<file path="src/rtl/core/spc_pkg.sv">
package spc_pkg;

   // shape kind codes as carried in the request word
   typedef enum logic [1:0] {
      KIND_POINT   = 2'd0,
      KIND_RECT    = 2'd1,
      KIND_CIRCLE  = 2'd2,
      KIND_INVALID = 2'd3
   } kind_type;

   // decoded shape kind
   typedef struct packed {
      logic is_rect;
      logic is_circle;
   } kind_dec_type;

   // occupancy flags of the queue between front and back
   typedef struct packed {
      logic full;
      logic empty;
   } q_status_type;

   // entries held between front and back
   localparam int QUEUE_DEPTH = 2;

endpackage

</file>
<file path="src/rtl/core/spc_req_if.sv">
interface spc_req_if #(
   parameter int COORD_WIDTH = 16
) ();
   logic                          valid;
   logic                          ready;
   logic [1:0]                    a_kind;
   logic signed [COORD_WIDTH-1:0] a_x;
   logic signed [COORD_WIDTH-1:0] a_y;
   logic [COORD_WIDTH-2:0]        a_w;
   logic [COORD_WIDTH-2:0]        a_h;
   logic [COORD_WIDTH-2:0]        a_r;
   logic [1:0]                    b_kind;
   logic signed [COORD_WIDTH-1:0] b_x;
   logic signed [COORD_WIDTH-1:0] b_y;
   logic [COORD_WIDTH-2:0]        b_w;
   logic [COORD_WIDTH-2:0]        b_h;
   logic [COORD_WIDTH-2:0]        b_r;

   modport source (
      output valid, a_kind, a_x, a_y, a_w, a_h, a_r,
      output b_kind, b_x, b_y, b_w, b_h, b_r,
      input  ready
   );

   modport sink (
      input  valid, a_kind, a_x, a_y, a_w, a_h, a_r,
      input  b_kind, b_x, b_y, b_w, b_h, b_r,
      output ready
   );
endinterface

</file>
<file path="src/rtl/core/spc_rsp_if.sv">
interface spc_rsp_if ();
   logic valid;
   logic ready;
   logic hit;
   logic kind_error;

   modport source (
      output valid, hit, kind_error,
      input  ready
   );

   modport sink (
      input  valid, hit, kind_error,
      output ready
   );
endinterface

</file>
<file path="src/rtl/core/spc_front.sv">
module spc_front #(
   parameter int COORD_WIDTH = 16
) (
   spc_req_if.sink                req,
   input  spc_pkg::q_status_type  q_stat,
   output logic                   push,
   output logic [9*COORD_WIDTH+8:0] push_data
);
   import spc_pkg::*;

   localparam int CW = COORD_WIDTH;

   kind_dec_type          a_dec, b_dec;
   logic                  err;
   logic signed [CW:0]    ax_lo, ax_hi, ay_lo, ay_hi;
   logic signed [CW:0]    bx_lo, bx_hi, by_lo, by_hi;
   logic [CW-1:0]         r_sum;

   function automatic kind_dec_type decode(input kind_type k);
      kind_dec_type d;
      d = '0;
      unique case (k)
         KIND_RECT:   d.is_rect   = 1'b1;
         KIND_CIRCLE: d.is_circle = 1'b1;
         default:     d = '0;
      endcase
      return d;
   endfunction

   // take a word whenever the queue has room
   assign req.ready = !q_stat.full;
   assign push      = req.valid && !q_stat.full;

   // classify both shapes
   always_comb begin
      a_dec = decode(kind_type'(req.a_kind));
      b_dec = decode(kind_type'(req.b_kind));
      err   = (kind_type'(req.a_kind) == KIND_INVALID) ||
              (kind_type'(req.b_kind) == KIND_INVALID);
   end

   // every shape becomes an interval per axis; points and circles are degenerate
   always_comb begin
      ax_lo = (CW+1)'(req.a_x);
      ay_lo = (CW+1)'(req.a_y);
      bx_lo = (CW+1)'(req.b_x);
      by_lo = (CW+1)'(req.b_y);
      ax_hi = ax_lo + (a_dec.is_rect ? {2'b00, req.a_w} : '0);
      ay_hi = ay_lo + (a_dec.is_rect ? {2'b00, req.a_h} : '0);
      bx_hi = bx_lo + (b_dec.is_rect ? {2'b00, req.b_w} : '0);
      by_hi = by_lo + (b_dec.is_rect ? {2'b00, req.b_h} : '0);
      // radii add; two circles reduce to a point against the summed radius
      r_sum = (a_dec.is_circle ? {1'b0, req.a_r} : '0) +
              (b_dec.is_circle ? {1'b0, req.b_r} : '0);
   end

   assign push_data = {err, r_sum, ax_lo, ax_hi, ay_lo, ay_hi,
                       bx_lo, bx_hi, by_lo, by_hi};

endmodule

</file>
<file path="src/rtl/core/spc_queue.sv">
module spc_queue #(
   parameter int DATA_W = 153
) (
   input  logic                  clock,
   input  logic                  reset,
   input  logic                  push,
   input  logic [DATA_W-1:0]     push_data,
   input  logic                  pop,
   output logic [DATA_W-1:0]     pop_data,
   output spc_pkg::q_status_type q_stat
);
   import spc_pkg::*;

   localparam int PTR_W = (QUEUE_DEPTH > 1) ? $clog2(QUEUE_DEPTH) : 1;
   localparam int CNT_W = $clog2(QUEUE_DEPTH + 1);

   logic [DATA_W-1:0] mem [QUEUE_DEPTH];
   logic [PTR_W-1:0]  wr_ptr_ff, wr_ptr_in;
   logic [PTR_W-1:0]  rd_ptr_ff, rd_ptr_in;
   logic [CNT_W-1:0]  count_ff, count_in;

   function automatic logic [PTR_W-1:0] next_ptr(input logic [PTR_W-1:0] p);
      if (p == PTR_W'(QUEUE_DEPTH - 1)) begin
         return '0;
      end
      return p + 1'b1;
   endfunction

   assign q_stat.full  = (count_ff == CNT_W'(QUEUE_DEPTH));
   assign q_stat.empty = (count_ff == '0);
   assign pop_data     = mem[rd_ptr_ff];

   // pointer and fill count update
   always_comb begin
      wr_ptr_in = push ? next_ptr(wr_ptr_ff) : wr_ptr_ff;
      rd_ptr_in = pop  ? next_ptr(rd_ptr_ff) : rd_ptr_ff;
      count_in  = count_ff;
      if (push && !pop) begin
         count_in = count_ff + 1'b1;
      end else if (pop && !push) begin
         count_in = count_ff - 1'b1;
      end
   end

   always_ff @(posedge clock) begin
      if (reset) begin
         wr_ptr_ff <= '0;
         rd_ptr_ff <= '0;
         count_ff  <= '0;
      end else begin
         wr_ptr_ff <= wr_ptr_in;
         rd_ptr_ff <= rd_ptr_in;
         count_ff  <= count_in;
      end
   end

   // entry storage
   always_ff @(posedge clock) begin
      if (push) begin
         mem[wr_ptr_ff] <= push_data;
      end
   end

endmodule

</file>
<file path="src/rtl/core/spc_back.sv">
module spc_back #(
   parameter int COORD_WIDTH = 16
) (
   input  logic                      clock,
   input  logic                      reset,
   input  spc_pkg::q_status_type     q_stat,
   input  logic [9*COORD_WIDTH+8:0]  pop_data,
   output logic                      pop,
   spc_rsp_if.source                 rsp
);
   import spc_pkg::*;

   localparam int CW = COORD_WIDTH;

   logic                q_err;
   logic [CW-1:0]       q_r;
   logic signed [CW:0]  ax_lo, ax_hi, ay_lo, ay_hi;
   logic signed [CW:0]  bx_lo, bx_hi, by_lo, by_hi;
   logic                adv;

   // gap stage
   logic                v1_ff, v1_in;
   logic                err1_ff, err1_in;
   logic [CW-1:0]       gx1_ff, gx1_in, gy1_ff, gy1_in, r1_ff, r1_in;
   // square stage
   logic                v2_ff, v2_in;
   logic                err2_ff, err2_in;
   logic [2*CW-1:0]     gx2_ff, gx2_in, gy2_ff, gy2_in, r2_ff, r2_in;
   // output register
   logic                out_valid_ff, out_valid_in;
   logic                hit_ff, hit_in;
   logic                kerr_ff, kerr_in;
   logic [2*CW:0]       dist2;

   // distance between two closed intervals, zero when they overlap;
   // both differences cannot be positive at once since lo <= hi
   function automatic logic [CW-1:0] axis_gap(input logic signed [CW:0] lo1,
                                              input logic signed [CW:0] hi1,
                                              input logic signed [CW:0] lo2,
                                              input logic signed [CW:0] hi2);
      logic signed [CW+1:0] d1, d2;
      d1 = (CW+2)'(lo1) - (CW+2)'(hi2);
      d2 = (CW+2)'(lo2) - (CW+2)'(hi1);
      if (!d1[CW+1]) begin
         return d1[CW-1:0];
      end else if (!d2[CW+1]) begin
         return d2[CW-1:0];
      end
      return '0;
   endfunction

   assign {q_err, q_r, ax_lo, ax_hi, ay_lo, ay_hi,
           bx_lo, bx_hi, by_lo, by_hi} = pop_data;

   // whole back end moves when the output register is free or being drained
   assign adv = !out_valid_ff || rsp.ready;
   assign pop = adv && !q_stat.empty;

   always_comb begin
      v1_in   = adv ? !q_stat.empty : v1_ff;
      err1_in = q_err;
      gx1_in  = axis_gap(ax_lo, ax_hi, bx_lo, bx_hi);
      gy1_in  = axis_gap(ay_lo, ay_hi, by_lo, by_hi);
      r1_in   = q_r;
   end

   always_comb begin
      v2_in   = adv ? v1_ff : v2_ff;
      err2_in = err1_ff;
      gx2_in  = {{CW{1'b0}}, gx1_ff} * {{CW{1'b0}}, gx1_ff};
      gy2_in  = {{CW{1'b0}}, gy1_ff} * {{CW{1'b0}}, gy1_ff};
      r2_in   = {{CW{1'b0}}, r1_ff} * {{CW{1'b0}}, r1_ff};
   end

   // squared gap against squared radius, boundary counts as a hit
   always_comb begin
      dist2        = {1'b0, gx2_ff} + {1'b0, gy2_ff};
      out_valid_in = adv ? v2_ff : out_valid_ff;
      hit_in       = !err2_ff && (dist2 <= {1'b0, r2_ff});
      kerr_in      = err2_ff;
   end

   always_ff @(posedge clock) begin
      if (reset) begin
         v1_ff        <= 1'b0;
         v2_ff        <= 1'b0;
         out_valid_ff <= 1'b0;
      end else begin
         v1_ff        <= v1_in;
         v2_ff        <= v2_in;
         out_valid_ff <= out_valid_in;
      end
   end

   always_ff @(posedge clock) begin
      if (adv) begin
         err1_ff <= err1_in;
         gx1_ff  <= gx1_in;
         gy1_ff  <= gy1_in;
         r1_ff   <= r1_in;
         err2_ff <= err2_in;
         gx2_ff  <= gx2_in;
         gy2_ff  <= gy2_in;
         r2_ff   <= r2_in;
         hit_ff  <= hit_in;
         kerr_ff <= kerr_in;
      end
   end

   assign rsp.valid      = out_valid_ff;
   assign rsp.hit        = hit_ff;
   assign rsp.kind_error = kerr_ff;

endmodule

</file>
<file path="src/rtl/core/shape_pair_collision_test_top.sv">
// Shape pair collision test.
// req channel: one word per shape pair, each shape a point, an axis-aligned
// rectangle (corner plus width and height) or a circle (centre plus radius),
// signed fixed-point coordinates. rsp channel: one word per request word,
// hit set when the shapes overlap or touch, kind_error set (and hit clear)
// when either kind is the invalid code.
// Both channels use valid/ready; a word moves when both are high.
// Throughput: one pair per cycle while the receiver does not stall. The result
// word passes through the queue, gap stage, square stage and output register
// after the request word is taken, and is held while the receiver stalls.
// The front classifies and turns each shape into per-axis intervals and
// pushes into a two-entry queue; the back computes per-axis gaps, squares
// them with one multiplier per term and compares against the squared radius.
// While rsp.ready is low the back holds; the queue fills and req.ready drops
// once it holds two words.
// Synchronous reset empties the queue and clears all valid flags.
module shape_pair_collision_test_top #(
   parameter int COORD_WIDTH = 16
) (
   input  logic   clock,
   input  logic   reset,
   spc_req_if.sink   req,
   spc_rsp_if.source rsp
);
   import spc_pkg::*;

   localparam int EW = 9 * COORD_WIDTH + 9;

   q_status_type  q_stat;
   logic          push, pop;
   logic [EW-1:0] push_data, pop_data;

   spc_front #(.COORD_WIDTH(COORD_WIDTH)) u_front (
      .req       (req),
      .q_stat    (q_stat),
      .push      (push),
      .push_data (push_data)
   );

   spc_queue #(.DATA_W(EW)) u_queue (
      .clock     (clock),
      .reset     (reset),
      .push      (push),
      .push_data (push_data),
      .pop       (pop),
      .pop_data  (pop_data),
      .q_stat    (q_stat)
   );

   spc_back #(.COORD_WIDTH(COORD_WIDTH)) u_back (
      .clock    (clock),
      .reset    (reset),
      .q_stat   (q_stat),
      .pop_data (pop_data),
      .pop      (pop),
      .rsp      (rsp)
   );

   // an invalid kind never reports a hit
   assert property (@(posedge clock) disable iff (reset)
      rsp.valid |-> !(rsp.hit && rsp.kind_error))
      else $error("hit reported together with kind error");

   // reset leaves nothing queued and nothing on the output
   assert property (@(posedge clock)
      reset |=> (q_stat.empty && !rsp.valid))
      else $error("state left over after reset");

   // queue cannot be both full and empty
   assert property (@(posedge clock) disable iff (reset)
      !(q_stat.full && q_stat.empty))
      else $error("queue flags inconsistent");

   // nothing is popped from an empty queue
   assert property (@(posedge clock) disable iff (reset)
      pop |-> !q_stat.empty)
      else $error("pop from empty queue");

endmodule
</file>
<file path="src/flat_wrapper.sv">
// flat-port wrapper written by rule: the top's interface ports become plain ports
module shape_pair_collision_test_top_flat import spc_pkg::*;
#(
   parameter int COORD_WIDTH = 16
)
  (clock, reset, req_valid, req_a_kind, req_a_x, req_a_y, req_a_w, req_a_h, req_a_r, req_b_kind, req_b_x, req_b_y, req_b_w, req_b_h, req_b_r, req_ready, rsp_valid, rsp_hit, rsp_kind_error, rsp_ready);
  spc_req_if #(.COORD_WIDTH(COORD_WIDTH)) req_i ();
  spc_rsp_if rsp_i ();
  input  logic clock;
  input  logic reset;
  input wire logic [$bits(req_i.valid)-1:0] req_valid;
  input wire logic [$bits(req_i.a_kind)-1:0] req_a_kind;
  input wire logic [$bits(req_i.a_x)-1:0] req_a_x;
  input wire logic [$bits(req_i.a_y)-1:0] req_a_y;
  input wire logic [$bits(req_i.a_w)-1:0] req_a_w;
  input wire logic [$bits(req_i.a_h)-1:0] req_a_h;
  input wire logic [$bits(req_i.a_r)-1:0] req_a_r;
  input wire logic [$bits(req_i.b_kind)-1:0] req_b_kind;
  input wire logic [$bits(req_i.b_x)-1:0] req_b_x;
  input wire logic [$bits(req_i.b_y)-1:0] req_b_y;
  input wire logic [$bits(req_i.b_w)-1:0] req_b_w;
  input wire logic [$bits(req_i.b_h)-1:0] req_b_h;
  input wire logic [$bits(req_i.b_r)-1:0] req_b_r;
  output wire logic [$bits(req_i.ready)-1:0] req_ready;
  output wire logic [$bits(rsp_i.valid)-1:0] rsp_valid;
  output wire logic [$bits(rsp_i.hit)-1:0] rsp_hit;
  output wire logic [$bits(rsp_i.kind_error)-1:0] rsp_kind_error;
  input wire logic [$bits(rsp_i.ready)-1:0] rsp_ready;
  assign req_i.valid = req_valid;
  assign req_i.a_kind = req_a_kind;
  assign req_i.a_x = req_a_x;
  assign req_i.a_y = req_a_y;
  assign req_i.a_w = req_a_w;
  assign req_i.a_h = req_a_h;
  assign req_i.a_r = req_a_r;
  assign req_i.b_kind = req_b_kind;
  assign req_i.b_x = req_b_x;
  assign req_i.b_y = req_b_y;
  assign req_i.b_w = req_b_w;
  assign req_i.b_h = req_b_h;
  assign req_i.b_r = req_b_r;
  assign req_ready = req_i.ready;
  assign rsp_valid = rsp_i.valid;
  assign rsp_hit = rsp_i.hit;
  assign rsp_kind_error = rsp_i.kind_error;
  assign rsp_i.ready = rsp_ready;
  shape_pair_collision_test_top #(.COORD_WIDTH(COORD_WIDTH)) u_core (.clock(clock), .reset(reset), .req(req_i), .rsp(rsp_i));
endmodule
</file>
<file path="config.mk">
export PLATFORM = sky130hd
export DESIGN_NAME = shape_pair_collision_test_top_flat
export DESIGN_NICKNAME = d
export VERILOG_FILES = /design/src/rtl/core/spc_pkg.sv /design/src/rtl/core/spc_req_if.sv /design/src/rtl/core/spc_rsp_if.sv /design/src/rtl/core/spc_front.sv /design/src/rtl/core/spc_queue.sv /design/src/rtl/core/spc_back.sv /design/src/rtl/core/shape_pair_collision_test_top.sv /design/src/flat_wrapper.sv
export SDC_FILE = /design/constraint.sdc
export NUM_CORES = 2
export LEC_CHECK = 0
export BUFFER_PORTS_ARGS = -buffer_cell sky130_fd_sc_hd__buf_2
export CORE_ASPECT_RATIO = 0.9
export CORE_UTILIZATION = 55
export DETAILED_ROUTE_END_ITERATION = 12
export PLACE_DENSITY_LB_ADDON = 0.12
export SYNTH_ARGS = -nofsm -noshare
export SYNTH_HDL_FRONTEND = slang
export SYNTH_HIERARCHICAL = 1
export SYNTH_SLANG_ARGS = --single-unit
</file>
<file path="constraint.sdc">
create_clock -name clock -period 7.8 [get_ports clock]
set_input_delay 0.78 -clock clock [delete_from_list [all_inputs] [get_ports clock]]
set_output_delay 0.78 -clock clock [all_outputs]
set_load 0.05 [all_outputs]
</file>
Word level (Yosys, flattened, before mapping) --
Memories as Yosys holds them, arrays and structs flattened. A register that Yosys moved wholly into a read port is not among the register bits. Cells that the tools add are included.
Operators by class: eq/ne operators 7, magnitude comparators 1, $add $sub $neg 14, mux-type cells 30, $mul 3, reduce and logical (&&, ||, !) cells 15
Operators with widths (count):
- multiplier 16 x 16 -> 32 bit | 3
- two-way mux 15 bit | 6
- subtractor 17 x 17 -> 18 bit | 4
- adder 16 x 16 -> 17 bit | 4
- two-way mux 16 bit | 4
- adder 32 x 32 -> 33 bit | 1
- less-or-equal comparator 33 x 32 -> 1 bit | 1
- two-way mux 1 bit | 18
- adder 15 x 15 -> 16 bit | 1
- equality test 2 bit, second input constant | 5
- logical NOT 1 bit | 6
- logical AND 1 bit | 5
- equality test 2 x 1 -> 1 bit, second input constant | 2
- two-way mux 2 bit | 2
- adder 1 bit, second input constant | 2
- adder 2 x 1 -> 2 bit, second input constant | 1
- logical NOT 2 bit | 1
- logical OR 1 bit | 2
- nonzero test 2 bit | 1
- subtractor 2 x 1 -> 2 bit, second input constant | 1
Storage, ports and cells: input bits 162, output and inout bits 4, RAM bits 306, memories kept 1, register bits 155, word-level logic and storage cells 87
Memories:
- u_core.u_queue.mem | words 2, width 153, read ports 1, clocked after memory_dff 1, write ports 1, RTL line spc_queue.sv:17 | logic [DATA_W-1:0] mem [QUEUE_DEPTH];

Depth between registers and ports, before layout --
depth in word-level cells 7, depth in mapped cells 25, depth with buffers taken out 24

By module --
Netlist, hierarchy kept.
Modules (own cells, without submodules):
- spc_back | area each 31641.6 sq um, seq. area each 4414.2 sq um, cells an instance 3442, instances 1
- spc_queue | area each 11521.0 sq um, seq. area each 9288.9 sq um, cells an instance 498, instances 1
- spc_front | area each 4647.0 sq um, seq. area each 0.0 sq um, cells an instance 646, instances 1

Worst setup path before layout --
Ideal clock, no wire load.
path type input to register, start input port req_valid, end memory u_core.u_queue.mem[0][0], enable pin, path buffers 0, setup slack -0.661 ns, library setup time 0.686 ns, data required time 7.114 ns, data arrival time 7.775 ns, cell stages on the path 2, cell sequence nor2b_1 -> nor2b_1
On the way: longest elaborated chain between the ends 3
RTL lines:
- start, declared | RTL line flat_wrapper.sv:11 | input wire logic [$bits(req_i.valid)-1:0] req_valid;
- logical AND 1 bit | RTL line spc_front.sv:32 | assign push = req.valid && !q_stat.full;
- two-way mux 1 bit | RTL line spc_queue.sv:59 | if (push) begin
- two-way mux 1 bit (implied by the code) | RTL line spc_queue.sv:60 | mem[wr_ptr_ff] <= push_data;
- end, declared | RTL line spc_queue.sv:17
No other way between the ends.

Final worst setup path --
start register u_core.u_back.gy1_ff[3], end register u_core.u_back.gy2_ff[28], data pin
On the way: longest elaborated chain between the ends 1
RTL lines:
- start, declared | RTL line spc_back.sv:24 | logic [CW-1:0] gx1_ff, gx1_in, gy1_ff, gy1_in, r1_ff, r1_in;
- start signal, assigned | RTL line spc_back.sv:99 | gy1_ff <= gy1_in;
- multiplier 16 x 16 -> 32 bit | RTL line spc_back.sv:71 | gy2_in = {{CW{1'b0}}, gy1_ff} * {{CW{1'b0}}, gy1_ff};
- net u_core.u_back.gy2_in[28] | RTL line spc_back.sv:28 | logic [2*CW-1:0] gx2_ff, gx2_in, gy2_ff, gy2_in, r2_ff, r2_in;
- end signal, assigned | RTL line spc_back.sv:103 | gy2_ff <= gy2_in;
- end, declared | RTL line spc_back.sv:28
The timed path passes the listed nets, and every way through them passes these cells. A chain may end at the register's enable or synchronous reset.

==> run summary <==
=============================================================================
Result of the run .............................................. finished, final reports clean
Die height .....................................................     281.7 um
Number of vias per cell after detailed routing .................        5.343
Synth Cell Area ................................................  47,810 um^2
CTS root buffer ................................................    clkbuf_16
Skew-Pair Late Insertion Delay .................................      0.61 ns
Total negative slack for setup checks ..........................         0 ns
Max capacitance violation total ................................            0
Synth-to-layout area growth ....................................       6.734%
Final setup slack of the worst path ............................    0.8903 ns
Post-synthesis net count .......................................        5,753
Slack of the worst reg-to-reg path .............................      0.89 ns
Htree depth ....................................................            2
Setup repair after global routing missed its margin ............        false
Crit path capture type .........................................         flop
Port bufs ......................................................          165
Synth async-reset ratio ........................................           0%
Worst slack at placement .......................................    0.8606 ns
Max frequency ..................................................   0.1447 GHz
CTS Buf Count ..................................................           52
Post-route antenna net violation count .........................            0
Hold Startpoint ................................................  req_a_y[14]
Row count ......................................................          102
Post-synthesis cell type count .................................           83
Signal arrival time at the worst endpoint ......................      7.36 ns
Post-CTS Hold Buffers ..........................................            0
Headroom to the max-slew limit .................................       32.42%
Setup Buffers After CTS ........................................            0
Clock slew at reported path FFs ................................      0.06 ns
Max Fanout on Critical Path ....................................           15
Number of stages on the worst hold path ........................            1
Initial core utilization .......................................       55.58%
Portion of the post-synthesis area used by sequential elements .       28.66%
Startpoint types ...............................................         flop
CTS-repair resized insts .......................................            0
Total count of hold-check failures in the final report .........            0
Top-area cell type share of the netlist area ...................       28.33%
First-pass GRT wire length .....................................   163,100 um
Die Footprint ..................................................  88,110 um^2
Total overflow reported by the global router ...................            0
Tcrit/Tclk final ...............................................       88.59%
Pin count of the biggest net entering global routing ...........          154
Biggest area consumer among synthesized cells ..................     edfxtp_1
Ratio of cells with drive above 1 in the final layout ..........       9.953%
Worst flop-to-flop path startpoint ............................. u_core/u_back/gy1_ff[3]
Dominant synthesized flop cell .................................     edfxtp_1
Number of flops mapped to enable cells by yosys ................          451
Type of the most critical hold path ............................    in -> reg
Final setup violation count ....................................            0
FF-to-FF path depth ............................................           23
Total Routing Usage GR .........................................       23.11%
Final-stage net count ..........................................        5,821
Synthesis Warnings .............................................            6
Std-Cell Core Area .............................................  86,020 um^2
Fin Clk Skew ...................................................   0.04459 ns
Final HPWL DP ..................................................    79,180 um
Sink count of the clock tree ...................................          459
Antenna violations before repair ...............................            3
1st-pass router iterations .....................................            5
Top library cells by usage in the layout, fill and taps aside .. inv_1 (878), ha_1 (509), fa_1 (496)
Per-instance average area after synthesis ......................   10.43 um^2
DRC violations left ............................................            0
Flop and latch count out of synthesis ..........................          459
Worst-case hold slack ..........................................    0.3730 ns
Worst hold endpoint ............................................ u_core/u_queue/mem[1][99]
Top Ports ......................................................          166
Critical path start-end classification .........................   reg -> reg
Number of global-route vias before repair ......................       32.16k
WL final .......................................................    98,520 um
End of the worst register-to-register path ..................... u_core/u_back/gy2_ff[28]
TritonCTS clock tree ...........................................         done
Most common library cell in the layout ignoring fill and taps ..        inv_1
Final critical path time including I/O delays and setup ........     6.910 ns
Max Root-Sink Buffers ..........................................            3
Max Transition Viols Final .....................................            0
Routed wire length per instance ................................     16.88 um
Number of DRC markers in iteration 0 ...........................        1,699
Via count ......................................................       31.19k
Worst Tran Pin Value ...........................................     1.014 ns
GPL Wtd Cong ...................................................       0.8918
Cell count after synthesis .....................................        4,586
Synth top area cells ........................................... edfxtp_1 (28%), fa_1 (21%), ha_1 (13%), inv_1 (6.9%), and2_1 (3.0%)
Floorplan die width ............................................     312.8 um
Crit path required time ........................................      8.25 ns
=============================================================================
[synth_stat cells, types with 8 or more instances]
cell type / instances
inv_1: 879
ha_1: 509
fa_1: 496
edfxtp_1: 451
nand2_1: 326
and2_1: 230
a21oi_1: 185
nor2_1: 162
xnor2_1: 156
o21ai_0: 133
a21o_1: 108
clkbuf_1: 90
mux2_2: 87
xor2_1: 76
mux2_4: 70
buf_4: 69
nor2b_1: 58
nand3_1: 45
o21a_1: 41
nor3_1: 34
nand2b_1: 33
nand4_1: 28
a211oi_1: 25
a31oi_1: 21
and3_1: 20
o21bai_1: 18
buf_2: 13
or2_2: 12
a22o_1: 11
a31o_2: 11
o211ai_1: 11
o22ai_1: 11
or3_1: 10
buf_6: 9
dfxtp_1: 8
nand3b_1: 8
o31ai_1: 8
[cell type report]
cell class / instances / area [um^2]
fill: 7329 / 34990
multi-input combinational: 3067 / 29800
sequential: 459 / 13710
inverter: 879 / 3304
tap: 1144 / 1431
clock buffer: 64 / 1368
timing repair buffer: 195 / 1064
clock inverter: 28 / 352.8
antenna: 1 / 2.502
[worst max path at each step]
stage                               endpoint  slack, ns  cells past startpoint                    start
floorplan           u_core/u_back/gy2_ff[28]       1.35                     24  u_core/u_back/gy1_ff[8]
global placement    u_core/u_back/gy2_ff[28]       0.95                     23  u_core/u_back/gy1_ff[3]
detailed placement  u_core/u_back/gy2_ff[28]       0.86                     23  u_core/u_back/gy1_ff[3]
CTS                 u_core/u_back/gy2_ff[28]       0.86                     23  u_core/u_back/gy1_ff[3]
global route        u_core/u_back/gy2_ff[28]       0.45                     23  u_core/u_back/gy1_ff[3]
finish              u_core/u_back/gy2_ff[28]       0.89                     23  u_core/u_back/gy1_ff[3]
[flip-flops by register name, summed over array words and instances, names as in the netlist, 2 cells and up, named ones only]
register / count
u_core/u_back/gx1_ff: 16
u_core/u_back/gx2_ff: 31
u_core/u_back/gy1_ff: 16
u_core/u_back/gy2_ff: 31
u_core/u_back/r1_ff: 16
u_core/u_back/r2_ff: 31
u_core/u_queue/count_ff: 2
u_core/u_queue/mem: 306
[layer usage]
metal  up-vias  part of all wire, %  GRT usage (%)
met5         -                0.012              0
met4         2                  1.7          4.615
met3       110                  4.1          2.589
met2       629                   47          38.31
met1     15199                   48          32.94
li1      15247                    -              -
[through the flow]
stage                     instance area [um^2]  cells  util (%)
after CTS                                51030   5836     59.32
after global placement                   49310   5744     57.32
after global routing                     51030   5836     59.32
final                                    51030   5837     59.32
after floorplan                          47810   4586         -
after detailed placement                 49310   5744     57.32
[worst max-delay path, cell delays in order (launching register included)]
cell	delay, ns
edfxtp_1	0.62
nand2_1	0.22
inv_1	0.08
fa_1	0.53
inv_1	0.06
fa_1	0.53
inv_1	0.05
fa_1	0.49
inv_1	0.05
fa_1	0.53
inv_1	0.05
fa_1	0.48
inv_1	0.05
fa_1	0.47
inv_1	0.05
ha_1	0.34
a21oi_1	0.18
or3b_1	0.37
a221oi_2	0.45
o211ai_2	0.17
a32oi_2	0.28
o21ai_2	0.12
or4b_1	0.51
nand4_1	0.09
[cells by family after synthesis]
| group | share of synthesized area [%] |
|---|---|
| multiplexers | 4.352 |
| adder cells (fa/ha/maj) | 34.09 |
| AO/OA/AOI/OAI | 9.283 |
| AND/OR/NAND/NOR | 10.32 |
| buffers and inverters | 9.039 |
| XOR/XNOR | 4.250 |
| flip-flops | 28.66 |
Power is not shown: default switching activity piles up to over one toggle a cycle in this logic, so the estimate is an artifact.
